`config.mk`:
```
export PLATFORM = sky130hd
export DESIGN_NAME = mwst_cell
export DESIGN_NICKNAME = d
export VERILOG_FILES = /design/src/design/mwst_pkg.sv /design/src/design/mwst_cell.sv
export SDC_FILE = /design/constraint.sdc
export NUM_CORES = 1
export LEC_CHECK = 0
export BUFFER_PORTS_ARGS = -buffer_cell sky130_fd_sc_hd__buf_4
export CAP_MARGIN = 20
export CORE_AREA = 4 4 90 92
export DETAILED_ROUTE_END_ITERATION = 12
export DIE_AREA = 0 0 94 96
export PLACE_DENSITY = 0.77
export REMOVE_ABC_BUFFERS = 1
export SLEW_MARGIN = 30
export SYNTH_ARGS = -nofsm -noshare
export SYNTH_HDL_FRONTEND = slang
export SYNTH_SLANG_ARGS = --single-unit
```
`constraint.sdc`:
```
create_clock -name clk -period 0.9 [get_ports clk]
set_input_delay 0.09 -clock clk [delete_from_list [all_inputs] [get_ports clk]]
set_output_delay 0.09 -clock clk [all_outputs]
set_load 0.1 [all_outputs]
```
`src/design/mwst_pkg.sv`:
```
// Shared types and fixed constants for the max window spread tracker.
// Used by mwst_cell and max_window_spread_tracker_core; depends on nothing else.

package mwst_pkg;

	localparam int SAMPLE_BITS = 31;
	localparam int LEN_BITS    = 11;
	localparam logic [LEN_BITS-1:0] LEN_RESET = 11'd1;

	typedef logic [SAMPLE_BITS-1:0] sample_t;
	typedef logic [LEN_BITS-1:0]    win_len_t;

	typedef struct packed {
		sample_t sample_value;
		logic    last_sample;
	} sample_item_t;

	typedef struct packed {
		sample_t max_spread;
		logic    full_window_seen;
	} result_item_t;

	// Running extremes of the newest samples, handed from one cell to the next.
	typedef struct packed {
		logic    vld;
		sample_t hi;
		sample_t lo;
	} win_link_t;

	// Spread of a finished window, travelling back toward cell zero.
	typedef struct packed {
		logic    seen;
		sample_t spread;
	} spread_link_t;

endpackage

```
`src/design/mwst_cell.sv`:
```
// One cell of the window chain: extremes of the newest IDX+1 samples and one
// stage of the spread return line. Depends on mwst_pkg.

module mwst_cell #(
	parameter int IDX  = 0,
	parameter int IDXW = 10
) (
	input  logic                  clk,
	input  logic                  arst_n,
	input  logic                  shift_en,
	input  logic                  first,
	input  mwst_pkg::sample_t     sample,
	input  mwst_pkg::win_link_t   win_in,
	output mwst_pkg::win_link_t   win_out,
	input  logic                  fire,
	input  logic [IDXW-1:0]       fire_idx,
	input  mwst_pkg::spread_link_t sp_in,
	output mwst_pkg::spread_link_t sp_out
);
	import mwst_pkg::*;

	win_link_t    win_q;
	win_link_t    win_d;
	spread_link_t sp_q;
	spread_link_t sp_d;
	logic         inject;
	sample_t      own_spread;

	// Cell zero starts a fresh window with the new sample; the others widen the
	// window of their left neighbor by that sample.
	always_comb begin
		if (IDX == 0) begin
			win_d.vld = 1'b1;
			win_d.hi  = sample;
			win_d.lo  = sample;
		end else begin
			win_d.vld = win_in.vld & ~first;
			win_d.hi  = (win_in.hi > sample) ? win_in.hi : sample;
			win_d.lo  = (win_in.lo < sample) ? win_in.lo : sample;
		end
	end

	always_ff @(posedge clk or negedge arst_n) begin
		if (!arst_n) begin
			win_q <= '0;
		end else if (shift_en) begin
			win_q <= win_d;
		end
	end

	// The cell whose span equals the window length reports its spread.
	assign inject     = fire & win_q.vld & (fire_idx == IDXW'(IDX));
	assign own_spread = win_q.hi - win_q.lo;

	always_comb begin
		sp_d.seen   = sp_in.seen | inject;
		sp_d.spread = sp_in.spread;
		if (inject && (own_spread > sp_in.spread)) begin
			sp_d.spread = own_spread;
		end
	end

	always_ff @(posedge clk or negedge arst_n) begin
		if (!arst_n) begin
			sp_q <= '0;
		end else begin
			sp_q <= sp_d;
		end
	end

	assign win_out = win_q;
	assign sp_out  = sp_q;

endmodule

```
## Yosys cells after proc, flatten, opt, wreduce, memory -nomap -nowiden

Cells that the tools add are included.

- Register bits: 64
- Bits in latches: 0
- Bits in writable memories: 0
- Memory bits (read-only): 0
- Word-level logic and storage cells: 12
- Memories kept: 0

- Add/sub/neg operators: 1
- Multipliers: 0
- Divide/modulo/power cells: 0
- Magnitude comparators: 1
- Equality and inequality tests: 0
- Shifts and indexed selects: 0
- Muxes and demuxes: 1
- Bitwise logic cells: 3
- Reductions and logical operators: 2

Operators with widths:

| cell | count |
|---|---|
| 31-bit greater-than comparator | 1 |
| 31-bit two-way mux | 1 |
| 31-bit subtractor | 1 |
| 10-bit zero test | 1 |
| 1-bit AND | 2 |
| 1-bit logical AND | 1 |
| 1-bit OR | 1 |

## Longest topological paths before layout

- Word-level depth: 4
- Mapped depth: 3

## Least setup slack after synthesis

Ideal clock, no wire load.

- Kind: register to register
- From: register win_q (netlist bit win_out[62])
- To: register sp_q (netlist bit sp_out[31])
- Library setup time: 0.064 ns
- Arrival time: 1.424 ns
- Required time: 0.836 ns
- Path slack: -0.588 ns
- Stages on the path, launching flop included: 3
- Buffers on the path: 0
- Path through: dfrtp_1 nor4bb_1 a31o_2

RTL lines:

| element | line | RTL |
|---|---|---|
| start: declaration | mwst_cell.sv:22 | `win_link_t win_q;` |
| start signal: assignment | mwst_cell.sv:47 | `win_q <= win_d;` |
| end signal: assignment | mwst_cell.sv:67 | `sp_q <= sp_d;` |
| end: declaration | mwst_cell.sv:24 | `spread_link_t sp_q;` |

==> impl_metrics.json <==
{
  "ant_nets": 0,
  "synth_xor_area_share_pct": 0,
  "synth_area_leader_cell": "dfrtp_1",
  "path_clk_slew_ps": 70,
  "synth_compound_area_share_pct": 0.348,
  "synthAdderAreaFrac_pct": 0,
  "reg2reg_depth": 2,
  "clockRootBuffer": "clkbuf_8",
  "drt-initial-drc-count": 20,
  "groute.usage.overall_pct": 18.0,
  "tightestPinTransition_ps": 586,
  "fin_crit_ps": 1080,
  "met1_length_mm": 2.79,
  "report.final.hold_viol_count": 0,
  "antenna_found_initial": 0,
  "via_per_inst": 4.13,
  "areaGrowthSynthToFinish_pct": 118,
  "avgSynthCellArea_um2": 15.2,
  "boundaryPins": 236,
  "worstPathRequired_ps": 810,
  "rrSetupSlack_ps": -90,
  "routed-via-count": 1873,
  "fin_nets": 492,
  "synth_seq_cells": 64,
  "max_slew_margin_pct": 60.9,
  "muxShareOfSynthArea_pct": 18.2,
  "hpwl_mm": 4.46,
  "switchingPower_mw": 4.50,
  "setup_ws_ps": -180,
  "grt_max_degree": 65,
  "yosysUniqueCellTypes": 11,
  "p_clk_share_pct": 23.1,
  "synth_top_cell_area_share_pct": 63.6,
  "cts_tree": "yes",
  "cap_violations": 0,
  "cell_internal_pwr_mw": 6.47,
  "drt-pass1-iter-count": 3,
  "grt_first_pass_wirelength_mm": 12.0,
  "rsz0062_at_grt": "yes",
  "violations": "setup timing",
  "htree_levels": 3,
  "power_frac_seq_pct": 31.5,
  "portBuffers": 171,
  "dieArea_um2": 9020,
  "dr.max_layer_used": "met4",
  "die_height_um": 96,
  "cp.depth": 1,
  "yosysWarnings": 0,
  "synth_top_family_by_area": "multiplexers",
  "path_cells": "buf_8",
  "fp.coreArea_um2": 7210,
  "postLayoutCellArea_um2": 5500,
  "setup_viol": 99,
  "leakagePower_nw": 2.59,
  "place.gp.congestion": 0.632,
  "dr_wl_met3_um": 838,
  "cp-end-kind": "output port",
  "clkLatencyLatePin_ps": 330,
  "power_mw": 11.0,
  "synth_area_leaders": "dfrtp_1 (64%), mux2_4 (17%), buf_4 (9.2%), clkbuf_1 (4.6%), buf_12 (2.4%)",
  "power_switching_share_pct": 41.0,
  "report.final.slew_viol_count": 0,
  "hold_path.class": "input port to flop",
  "grt_pass1_vias": 2250,
  "dr_wl_met2_mm": 4.62,
  "crit_fanout": 3,
  "clock-sinks": 64,
  "start_kind": "flop",
  "status": "finished, violations left",
  "pwr-share-comb_pct": 45.4,
  "syn-instance-count": 166,
  "powerDensity_nw_per_um2": 2000,
  "slowest_stage": "dfrtp_2",
  "cts_buffers": 9,
  "irDropWorstVdd_mv": 1.03,
  "fmax_ghz": 0.926,
  "seq_area_frac_synth_pct": 63.6,
  "drcViolationCount": 0,
  "routed_wl_mm": 8.34,
  "whs_path_depth": 3,
  "row_count": 31,
  "whs_ps": 116,
  "synthSimpleGateAreaFrac_pct": 1.14,
  "die_width_um": 94,
  "crit_family": "flip-flops",
  "cpPeakStageDelay_ps": 440,
  "period_share_pct": 120,
  "post_drt_wl_per_cell_um": 18.4,
  "initial_core_util_pct": 34.9,
  "synth_area_um2": 2520,
  "clockBufferDepth": 2,
  "num_antenna_cells": 0,
  "drive_gt1_share_pct": 71.8,
  "arrival_ps": 990,
  "placed_area_um2": 3520,
  "fin_skew_ps": 3.90,
  "path_buf_inv": 1,
  "grt-ovfl-total": 0,
  "path_class": "flop to output port"
}
-- cell families after synthesis --
group / after synthesis
compound gates: 1
buf+inv: 66
flops: 64
mux: 31
simple gates: 4
-- metal layers --
| layer | global-route usage, % | vias to the layer above |
|---|---|---|
| li1 | - | 846 |
| met1 | 18.3 | 914 |
| met2 | 32.6 | 105 |
| met3 | 9.07 | 8 |
| met4 | 5.17 | 0 |
| met5 | 0 | - |
-- power groups by stage --
stage                     clock (mW)  combinational (mW)  sequential [mW]
after floorplan                    0               0.244             5.88
after global placement             0                3.85             3.28
after detailed placement           0                3.88             3.29
after CTS                       2.62                4.80             3.42
after global routing            2.77                5.09             3.49
final                           2.53                4.98             3.46
-- through the flow --
| stage | setup WS [ps] | setup TNS [ps] | std cells | util, % |
|---|---|---|---|---|
| after CTS | -191 | -14910 | 453 | 73.5 |
| after floorplan | -1000 | -76480 | 100 | - |
| after detailed placement | -211 | -4800 | 371 | 48.9 |
| after global placement | -182 | -4030 | 371 | 48.9 |
| final | -180 | -13200 | 454 | 76.2 |
| after global routing | -225 | -17100 | 454 | 76.2 |
-- layout make-up --
cell class                      instances  area [µm²]
Clock inverter                          3        40.0
Timing Repair Buffer                  240        3020
Clock buffer                           12         165
Tap cell                               99         124
Sequential cell                        64        1640
Multi-Input combinational cell         36         510
Fill cell                             408        1720
-- final timing paths --
path                               end         from
min reg2reg                win_out[62]  win_out[62]
max                        win_out[21]  win_out[52]
min                         sp_out[31]  fire_idx[4]
max reg2reg                win_out[48]  win_out[48]
max in group asynchronous  win_out[45]       arst_n
min in group asynchronous    sp_out[8]       arst_n
-- sequential cells by signal, indices dropped and copies added, names as in the netlist --
name / flops
sp_out: 32
win_out: 32
-- layout by cell type (no fill, tap or decap), drive strengths merged --
cell type | netlist | routed
dfrtp | 64 | 64
buf | 35 | 176
clkbuf | 31 | 12
or2 | 1 | 1
dlygate4sd3 | 0 | 64
nor4bb | 1 | 1
a31o | 1 | 1
clkinv | 0 | 2
nor4 | 2 | 2
bufinv | 0 | 1
mux2 | 31 | 31
-- repair_timing --
item,4_1_cts,5_1_grt
endpoints found under the hold margin,127,0
pin swaps,1,0
hold buffers,64,0
setup buffers,3,1
gates resized for setup,244,44
setup endpoints to repair,95,99
-- synth_stat cells, drive strengths merged --
master  count
nor4        2
a31o        1
clkbuf     31
or2         1
mux2       31
dfrtp      64
nor4bb      1
buf        35
Note: power is estimated with default switching activity, not from simulation.
